$ cat config.mk
export PLATFORM = sky130hd
export DESIGN_NAME = indexed_list_store_flat
export DESIGN_NICKNAME = d
export VERILOG_FILES = /design/src/design/ils_pkg.sv /design/src/design/ils_req_if.sv /design/src/design/ils_rsp_if.sv /design/src/design/ils_ram.sv /design/src/design/indexed_list_store.sv /design/src/flat_wrapper.sv
export SDC_FILE = /design/constraint.sdc
export NUM_CORES = 2
export LEC_CHECK = 0
export BUFFER_PORTS_ARGS = -buffer_cell sky130_fd_sc_hd__buf_2
export CAP_MARGIN = 10
export CORE_MARGIN = 3
export CORE_UTILIZATION = 50
export DETAILED_ROUTE_END_ITERATION = 8
export GPL_TIMING_DRIVEN = 0
export HOLD_SLACK_MARGIN = 0.15
export PLACE_DENSITY = 0.65
export SKIP_LAST_GASP = 1
export SLEW_MARGIN = 10
export SYNTH_ARGS = -nofsm -noshare
export SYNTH_HDL_FRONTEND = slang
export SYNTH_HIERARCHICAL = 1
export SYNTH_SLANG_ARGS = --single-unit
$ cat constraint.sdc
create_clock -name clk -period 12.55 [get_ports clk]
set_input_delay 1.255 -clock clk [delete_from_list [all_inputs] [get_ports clk]]
set_output_delay 1.255 -clock clk [all_outputs]
set_load 0.01 [all_outputs]
$ cat src/design/ils_pkg.sv
// ----------------------------------------------------------------------------
// ils_pkg
// Shared widths, action and status codes for the indexed list store.
// ----------------------------------------------------------------------------
package ils_pkg;

    // payload field widths
    localparam int ACTION_W    = 3;
    localparam int POS_W       = 8;
    localparam int VALUE_W     = 32;
    localparam int COUNT_OUT_W = 7;
    localparam int STATUS_W    = 2;

    // default list depth
    localparam int DEFAULT_CAPACITY = 64;

    // action codes
    typedef enum logic [ACTION_W-1:0] {
        ACT_APPEND = 3'd0,
        ACT_REMOVE = 3'd1,
        ACT_READ   = 3'd2,
        ACT_WRITE  = 3'd3,
        ACT_CLEAR  = 3'd4
    } action_t;

    // status codes
    typedef enum logic [STATUS_W-1:0] {
        ST_DONE    = 2'd0,
        ST_FULL    = 2'd1,
        ST_IGNORED = 2'd2
    } status_t;

    // value returned by a read of an empty list
    localparam logic [VALUE_W-1:0] EMPTY_READ_VALUE = '1;

endpackage

$ cat src/design/ils_req_if.sv
// ----------------------------------------------------------------------------
// ils_req_if
// Request channel of the indexed list store: one action word per handshake.
// ----------------------------------------------------------------------------
interface ils_req_if
    import ils_pkg::*;
();
    logic                      valid;
    logic                      ready;
    logic [ACTION_W-1:0]       action;
    logic signed [POS_W-1:0]   position;
    logic signed [VALUE_W-1:0] item_value;

    modport source (output valid, output action, output position, output item_value,
                    input ready);
    modport sink   (input valid, input action, input position, input item_value,
                    output ready);
endinterface

$ cat src/design/ils_rsp_if.sv
// ----------------------------------------------------------------------------
// ils_rsp_if
// Response channel of the indexed list store: one result word per action.
// ----------------------------------------------------------------------------
interface ils_rsp_if
    import ils_pkg::*;
();
    logic                        valid;
    logic                        ready;
    logic signed [VALUE_W-1:0]   read_value;
    logic [COUNT_OUT_W-1:0]      entry_count;
    logic                        list_empty;
    logic [STATUS_W-1:0]         status;

    modport source (output valid, output read_value, output entry_count,
                    output list_empty, output status, input ready);
    modport sink   (input valid, input read_value, input entry_count,
                    input list_empty, input status, output ready);
endinterface

$ cat src/design/ils_ram.sv
// ----------------------------------------------------------------------------
// ils_ram
// Generic simple dual-port RAM: one write port, one read port, registered read.
// ----------------------------------------------------------------------------
module ils_ram #(
    parameter int WIDTH = 32,
    parameter int DEPTH = 64,
    localparam int AW   = (DEPTH > 1) ? $clog2(DEPTH) : 1
) (
    input  logic             clk,
    input  logic             we,
    input  logic [AW-1:0]    waddr,
    input  logic [WIDTH-1:0] wdata,
    input  logic             re,
    input  logic [AW-1:0]    raddr,
    output logic [WIDTH-1:0] rdata
);

    logic [WIDTH-1:0] mem [DEPTH];

    // write port
    always_ff @(posedge clk)
    begin
        if (we)
        begin
            mem[waddr] <= wdata;
        end
    end

    // registered read port
    always_ff @(posedge clk)
    begin
        if (re)
        begin
            rdata <= mem[raddr];
        end
    end

endmodule

$ cat src/design/indexed_list_store.sv
// ----------------------------------------------------------------------------
// indexed_list_store
// Ordered list of signed 32-bit entries held in one RAM, with append,
// remove at position, read, write and clear actions.
// ----------------------------------------------------------------------------
//  channel | dir | word                                     | accepted when
//  --------+-----+------------------------------------------+---------------
//  req     | in  | action, position, item_value             | valid && ready
//  rsp     | out | read_value, entry_count, list_empty, sts | valid && ready
//
//  append, read, write, clear, ignored remove: accept, then result load.
//  remove in range: accept, shift (none for the last entry), result load;
//  the shift moves one entry per cycle through the RAM (one read and one
//  write port, registered read).
//  reset clears the entry count, state and output valid; RAM contents are not touched.
//  a stalled rsp holds the finished result; req is taken again once it loads.
// ----------------------------------------------------------------------------
module indexed_list_store
    import ils_pkg::*;
#(
    parameter int CAPACITY = DEFAULT_CAPACITY
) (
    input  logic      clk,
    input  logic      rst_n,
    ils_req_if.sink   req,
    ils_rsp_if.source rsp
);

    localparam int AW = (CAPACITY > 1) ? $clog2(CAPACITY) : 1;
    localparam int CW = $clog2(CAPACITY + 1);
    localparam int XW = ((CW > POS_W - 1) ? CW : POS_W - 1) + 2;

    typedef enum logic [1:0] {
        S_IDLE,
        S_SHIFT,
        S_RESP
    } state_t;

    state_t               state_reg, state_next;
    logic [CW-1:0]        count_reg, count_next;
    logic [AW-1:0]        idx_reg, idx_next;
    logic [VALUE_W-1:0]   res_value_reg, res_value_next;
    status_t              res_status_reg, res_status_next;
    logic                 res_use_rd_reg, res_use_rd_next;

    logic                 out_valid_reg, out_valid_next;
    logic [VALUE_W-1:0]   out_value_reg, out_value_next;
    logic [COUNT_OUT_W-1:0] out_count_reg, out_count_next;
    logic                 out_empty_reg, out_empty_next;
    logic [STATUS_W-1:0]  out_status_reg, out_status_next;

    // ram ports
    logic                 ram_we;
    logic [AW-1:0]        ram_waddr;
    logic [VALUE_W-1:0]   ram_wdata;
    logic                 ram_re;
    logic [AW-1:0]        ram_raddr;
    logic [VALUE_W-1:0]   ram_rdata;

    // position decode
    logic                 accept;
    logic                 pos_neg;
    logic [XW-1:0]        pos_x;
    logic [XW-1:0]        cnt_x;
    logic                 pos_lt_n;
    logic                 shift_needed;
    logic                 list_full;
    logic                 slot_free;
    logic [XW-1:0]        idx_x;

    ils_ram #(
        .WIDTH (VALUE_W),
        .DEPTH (CAPACITY)
    ) u_ram (
        .clk   (clk),
        .we    (ram_we),
        .waddr (ram_waddr),
        .wdata (ram_wdata),
        .re    (ram_re),
        .raddr (ram_raddr),
        .rdata (ram_rdata)
    );

    // handshake and compares
    assign req.ready    = (state_reg == S_IDLE);
    assign accept       = req.valid && req.ready;
    assign slot_free    = !out_valid_reg || rsp.ready;
    assign pos_neg      = req.position[POS_W-1];
    assign pos_x        = XW'(req.position[POS_W-2:0]);
    assign cnt_x        = XW'(count_reg);
    assign idx_x        = XW'(idx_reg);
    assign pos_lt_n     = !pos_neg && (pos_x < cnt_x);
    assign shift_needed = (pos_x + XW'(2)) <= cnt_x;
    assign list_full    = (count_reg >= CW'(CAPACITY));

    // action decode, shift sequencer and result load
    always_comb
    begin
        state_next      = state_reg;
        count_next      = count_reg;
        idx_next        = idx_reg;
        res_value_next  = res_value_reg;
        res_status_next = res_status_reg;
        res_use_rd_next = res_use_rd_reg;
        out_valid_next  = out_valid_reg;
        out_value_next  = out_value_reg;
        out_count_next  = out_count_reg;
        out_empty_next  = out_empty_reg;
        out_status_next = out_status_reg;
        ram_we          = 1'b0;
        ram_waddr       = idx_reg;
        ram_wdata       = ram_rdata;
        ram_re          = 1'b0;
        ram_raddr       = AW'(idx_x + XW'(2));

        // result word taken
        if (out_valid_reg && rsp.ready)
        begin
            out_valid_next = 1'b0;
        end

        unique case (state_reg)
            S_IDLE:
            begin
                if (accept)
                begin
                    res_value_next  = '0;
                    res_status_next = ST_DONE;
                    res_use_rd_next = 1'b0;
                    state_next      = S_RESP;
                    unique case (req.action)
                        ACT_APPEND:
                        begin
                            if (list_full)
                            begin
                                res_status_next = ST_FULL;
                            end
                            else
                            begin
                                ram_we     = 1'b1;
                                ram_waddr  = AW'(count_reg);
                                ram_wdata  = req.item_value;
                                count_next = count_reg + CW'(1);
                            end
                        end
                        ACT_REMOVE:
                        begin
                            if (pos_lt_n)
                            begin
                                count_next = count_reg - CW'(1);
                                if (shift_needed)
                                begin
                                    ram_re     = 1'b1;
                                    ram_raddr  = AW'(pos_x + XW'(1));
                                    idx_next   = AW'(pos_x);
                                    state_next = S_SHIFT;
                                end
                            end
                            else
                            begin
                                res_status_next = ST_IGNORED;
                            end
                        end
                        ACT_READ:
                        begin
                            if (count_reg == '0)
                            begin
                                res_value_next  = EMPTY_READ_VALUE;
                                res_status_next = ST_IGNORED;
                            end
                            else
                            begin
                                ram_re          = 1'b1;
                                res_use_rd_next = 1'b1;
                                if (pos_neg)
                                begin
                                    ram_raddr = '0;
                                end
                                else if (pos_lt_n)
                                begin
                                    ram_raddr = AW'(pos_x);
                                end
                                else
                                begin
                                    ram_raddr = AW'(count_reg - CW'(1));
                                end
                            end
                        end
                        ACT_WRITE:
                        begin
                            if (count_reg == '0)
                            begin
                                res_status_next = ST_IGNORED;
                            end
                            else if (pos_neg)
                            begin
                                ram_we    = 1'b1;
                                ram_waddr = '0;
                                ram_wdata = req.item_value;
                            end
                            else if (pos_lt_n)
                            begin
                                ram_we    = 1'b1;
                                ram_waddr = AW'(pos_x);
                                ram_wdata = req.item_value;
                            end
                            else
                            begin
                                res_status_next = ST_IGNORED;
                            end
                        end
                        ACT_CLEAR:
                        begin
                            count_next = '0;
                        end
                        default:
                        begin
                            res_status_next = ST_IGNORED;
                        end
                    endcase
                end
            end

            // move entry idx+1 down to idx, fetch the next one
            S_SHIFT:
            begin
                ram_we    = 1'b1;
                ram_waddr = idx_reg;
                ram_wdata = ram_rdata;
                if ((idx_x + XW'(1)) < cnt_x)
                begin
                    ram_re   = 1'b1;
                    idx_next = idx_reg + AW'(1);
                end
                else
                begin
                    state_next = S_RESP;
                end
            end

            // load the result word once the output slot is free
            S_RESP:
            begin
                if (slot_free)
                begin
                    out_valid_next  = 1'b1;
                    out_value_next  = res_use_rd_reg ? ram_rdata : res_value_reg;
                    out_count_next  = COUNT_OUT_W'(count_reg);
                    out_empty_next  = (count_reg == '0);
                    out_status_next = res_status_reg;
                    state_next      = S_IDLE;
                end
            end

            default:
            begin
                state_next = S_IDLE;
            end
        endcase
    end

    // control state
    always_ff @(posedge clk or negedge rst_n)
    begin
        if (!rst_n)
        begin
            state_reg     <= S_IDLE;
            count_reg     <= '0;
            out_valid_reg <= 1'b0;
        end
        else
        begin
            state_reg     <= state_next;
            count_reg     <= count_next;
            out_valid_reg <= out_valid_next;
        end
    end

    // payload registers
    always_ff @(posedge clk)
    begin
        idx_reg        <= idx_next;
        res_value_reg  <= res_value_next;
        res_status_reg <= res_status_next;
        res_use_rd_reg <= res_use_rd_next;
        out_value_reg  <= out_value_next;
        out_count_reg  <= out_count_next;
        out_empty_reg  <= out_empty_next;
        out_status_reg <= out_status_next;
    end

    // response drive
    assign rsp.valid       = out_valid_reg;
    assign rsp.read_value  = out_value_reg;
    assign rsp.entry_count = out_count_reg;
    assign rsp.list_empty  = out_empty_reg;
    assign rsp.status      = out_status_reg;

    // count never passes the capacity
    a_count_bound: assert property (@(posedge clk) disable iff (!rst_n)
        count_reg <= CW'(CAPACITY))
        else $error("entry count above capacity");

    // the shift never reads and writes the same entry in one cycle
    a_ram_no_overlap: assert property (@(posedge clk) disable iff (!rst_n)
        (ram_we && ram_re) |-> (ram_waddr != ram_raddr))
        else $error("ram read and write collide");

    // shift writes stay inside the shrunken list
    a_shift_in_range: assert property (@(posedge clk) disable iff (!rst_n)
        (state_reg == S_SHIFT) |-> (idx_x < cnt_x))
        else $error("shift index past entry count");

    // every accepted word is followed by work or a pending result
    a_accept_busy: assert property (@(posedge clk) disable iff (!rst_n)
        accept |=> (state_reg == S_SHIFT || state_reg == S_RESP))
        else $error("accepted word dropped");

    // a result loads only into a free output slot
    a_load_free: assert property (@(posedge clk) disable iff (!rst_n)
        (state_reg == S_RESP && !slot_free) |=> (state_reg == S_RESP))
        else $error("result loaded over a pending word");

endmodule

$ cat src/flat_wrapper.sv
// flat-port wrapper written by rule: the top's interface ports become plain ports
module indexed_list_store_flat import ils_pkg::*;
#(
    parameter int CAPACITY = DEFAULT_CAPACITY
)
  (clk, rst_n, req_valid, req_action, req_position, req_item_value, req_ready, rsp_valid, rsp_read_value, rsp_entry_count, rsp_list_empty, rsp_status, rsp_ready);
  ils_req_if req_i ();
  ils_rsp_if rsp_i ();
  input  logic clk;
  input  logic rst_n;
  input wire logic [$bits(req_i.valid)-1:0] req_valid;
  input wire logic [$bits(req_i.action)-1:0] req_action;
  input wire logic [$bits(req_i.position)-1:0] req_position;
  input wire logic [$bits(req_i.item_value)-1:0] req_item_value;
  output wire logic [$bits(req_i.ready)-1:0] req_ready;
  output wire logic [$bits(rsp_i.valid)-1:0] rsp_valid;
  output wire logic [$bits(rsp_i.read_value)-1:0] rsp_read_value;
  output wire logic [$bits(rsp_i.entry_count)-1:0] rsp_entry_count;
  output wire logic [$bits(rsp_i.list_empty)-1:0] rsp_list_empty;
  output wire logic [$bits(rsp_i.status)-1:0] rsp_status;
  input wire logic [$bits(rsp_i.ready)-1:0] rsp_ready;
  assign req_i.valid = req_valid;
  assign req_i.action = req_action;
  assign req_i.position = req_position;
  assign req_i.item_value = req_item_value;
  assign req_ready = req_i.ready;
  assign rsp_valid = rsp_i.valid;
  assign rsp_read_value = rsp_i.read_value;
  assign rsp_entry_count = rsp_i.entry_count;
  assign rsp_list_empty = rsp_i.list_empty;
  assign rsp_status = rsp_i.status;
  assign rsp_i.ready = rsp_ready;
  indexed_list_store #(.CAPACITY(CAPACITY)) u_core (.clk(clk), .rst_n(rst_n), .req(req_i), .rsp(rsp_i));
endmodule
==> qor.yml <==
outcome: "finished with violations"
violations: "DRC"
cp_cell_sequence: "buf_2 > clkbuf_1 > nand3_1 > nor2_1 > xor2_1 > ha_1 > a21oi_1 > nand2_1 > o21ai_0 > o211ai_2 > or3_4 > o221ai_1 > buf_4 > buf_4 > buf_2 > clkbuf_1 > a211oi_1 > o21ai_0 > and3_1"
drv_cap: 0
drt_iter0_markers: 6477
critPathCaptureType: "flip-flop"
synth_largest_area_cell: "edfxtp_1"
syn_to_final_growth_pct: 15.0
syn_area_um2: 83800
clkPwrFrac_pct: 40.0
layout_commonest_cell: "edfxtp_1"
slowest_delay_ps: 970
cts_tree: "yes"
power_mw: 15.5
ys_types: 74
post_cts_resized: 0
swShare_pct: 23.1
synth_enable_flop_cells: 2132
clk_path_buf_depth: 3
endpoint: "u_core/u_ram/rdata[3]$_DFFE_PP_"
grt_max_degree: 65
io_buffers: 89
fillers: 11732
period_minus_slack_ps: 7730
tns_ps: 0
die_h_um: 415
largest_register: "u_core/u_ram/mem"
skew_ps: 53.6
grt_usage_pct: 27.9
synth_ff_type: "edfxtp_1"
setup_viol: 0
dieWidth_um: 415
reg2reg_slack_ps: 5430
slew_headroom_pct: 11.1
reg2reg_depth: 15
clkSinkCount: 2142
multiInputGateArea_um2: 18500
clockRootBuffer: "clkbuf_16"
cp_data_arrival_time_ps: 8390
hold_slack_ps: 252
rsz0062_at_grt: "no"
seq_area_frac_synth_pct: 76.7
switchingPower_mw: 3.57
post-cts-setup-buffer-count: 0
crit_slowest_cell: "o21ai_0"
drc: 2
slew_viol_final: 0
path_class: "in -> reg"
drive_gt1_share_pct: 26.0
peakVddDrop_mv: 0.137
syn_nets: 4042
viasPerCell: 6.59
startpoint_type: "input pin"
ant_nets: 0
async_flop_share_pct: 0.467
cp_max_fo: 10
synth_cells: 3969
vias: 44363
synth_top_cell_area_share_pct: 76.4
largest_reg_flops: 2048
avgRoutedWirePerCell_um: 35.7
routed_wl_um: 241000
num_rows: 149
first_global_vias: 42852
powerDensity_nw_per_um2: 161
critPathLaunch: "req_position[3]"
dp_hpwl_um: 160000
max_freq_ghz: 0.129
cts_buffers: 211
syn_avg_cell_area_um2: 21.1
grt_pass1_wl_um: 335000
worst_pin_slew_ps: 1330
antenna_found_initial: 12
start_util_pct: 50.5
final_hold_viol_count: 0
clk_pin_slew_worst_paths_ps: 60
io_pins: 91
hp-class: "in -> async"
clock_latency_ps: 860
p_comb_share_pct: 8.2
r2r_end: "u_core/u_ram/rdata[3]$_DFFE_PP_"
core_area_um2: 166000
synth.area.top_cells: "edfxtp_1 (76%), mux4_2 (12%), mux2i_1 (2.3%), a22oi_1 (1.2%), nand2_1 (0.58%)"
routabilityCongestion: 0.917
p_leak_nw: 30.6
reg2reg_from: "u_core/count_reg[3]$_DFFE_PN0P_"
dr.pass1.iters: 9
holdBufCountCts: 0
yosys_warnings: 6
final-seq-area_um2: 64300
overflow: 0
synth.ff_latch_count: 2142
internal_power_mw: 11.9
crit_required_ps: 13200
timing.final.crit_share_pct: 61.6
seq_power_share_pct: 51.7
layout_common_cells: "edfxtp_1 (2132), mux4_2 (446), clkbuf_16 (213)"
nets: 4442
die_area_um2: 172000
htreeDepth: 4
==> final cells by class <==
| type | count | share of cell area, % |
|---|---|---|
| flip-flops and latches | 2142 | 66.7 |
| multi-input cells | 1575 | 19.2 |
| plain buffers | 230 | 1.48 |
| diodes | 4 | 0.0104 |
| clock inverters | 117 | 1.25 |
| repair buffers | 187 | 2.65 |
| well taps | 2189 | 2.84 |
| inverters | 22 | 0.0987 |
| clock buffers | 270 | 5.75 |
==> power by group through the flow <==
stage | clock network, mW | logic, mW | registers [mW]
3_5_place_dp | 0 | 1.25 | 8.16
5_1_grt | 6.56 | 1.34 | 8.01
6_report | 6.20 | 1.27 | 8.01
3_3_place_gp | 0 | 1.18 | 8.18
2_1_floorplan | 0 | 0.702 | 8.17
4_1_cts | 6.27 | 1.25 | 8.01
==> metal layers <==
metal / share of wire (%) / wire length, um / vias to the layer above / global-route usage, %
li1: - / - / 17506 / -
met1: 38 / 91200 / 23536 / 39.1
met5: 0.011 / 27 / - / 0
met4: 5.2 / 12500 / 4 / 12.6
met3: 11 / 26600 / 522 / 6.59
met2: 46 / 110000 / 2795 / 42.0
==> Yosys cell counts, drive strengths merged (3+ instances only) <==
library cell,count
a2111oi,3
a211o,11
a211oi,22
a21o,3
a21oi,46
a221oi,3
a22o,12
a22oi,132
a311o,12
a311oi,5
a31oi,24
and2,3
and3,9
and4,5
buf,140
clkbuf,90
dfrtp,10
edfxtp,2132
ha,26
inv,21
mux2,37
mux2i,190
mux4,446
nand2,130
nand2b,15
nand3,65
nand3b,6
nand4,8
nor2,109
nor2b,20
nor3,17
o211ai,19
o21ai,51
o221ai,23
o22a,12
o22ai,44
o31ai,4
o32a,5
or2,9
or3,4
or3b,4
or4,4
xnor2,13
xor2,7
==> per-stage QoR <==
stage / instance area, um2 / setup slack, ps / std cells / utilization (%)
2_1_floorplan: 83800 / 6930 / 3969 / -
3_3_place_gp: 87000 / 3670 / 6247 / 52.5
3_5_place_dp: 89600 / 4300 / 6344 / 54.0
4_1_cts: 96300 / 5220 / 6731 / 58.1
5_1_grt: 96300 / 4730 / 6732 / 58.1
6_report: 96400 / 4820 / 6736 / 58.1
==> logic make-up after synthesis <==
family          synth area share (%)
mux                             14.8
simple gates                    2.34
buf+inv                         1.81
fa+ha+maj                      0.388
xor+xnor                       0.209
compound gates                  3.78
flops                           76.7
==> how the worst min path moves through the flow <==
stage               slack, ps                                from  cells after the start                         endpoint
finish                    250                               rst_n                      1  u_core/count_reg[4]$_DFFE_PN0P_
global placement          410  u_core/res_status_reg[1]$_DFFE_PP_                      0   u_core/rsp.status[1]$_DFFE_PP_
detailed placement        410  u_core/res_status_reg[0]$_DFFE_PP_                      0   u_core/rsp.status[0]$_DFFE_PP_
global route              240                               rst_n                      1  u_core/count_reg[4]$_DFFE_PN0P_
CTS                       200                               rst_n                      1  u_core/count_reg[2]$_DFFE_PN0P_
floorplan                 400  u_core/res_status_reg[0]$_DFFE_PP_                      0   u_core/rsp.status[0]$_DFFE_PP_
==> critical path, delay by kind of cell <==
family | cells | cell delay, ps
AO/OA/AOI/OAI | 6 | 2750
buffers and inverters | 6 | 2560
AND/OR/NAND/NOR | 5 | 1310
adder cells (fa/ha/maj) | 1 | 280
XOR/XNOR | 1 | 160
Power figures use the tool's default switching activity.
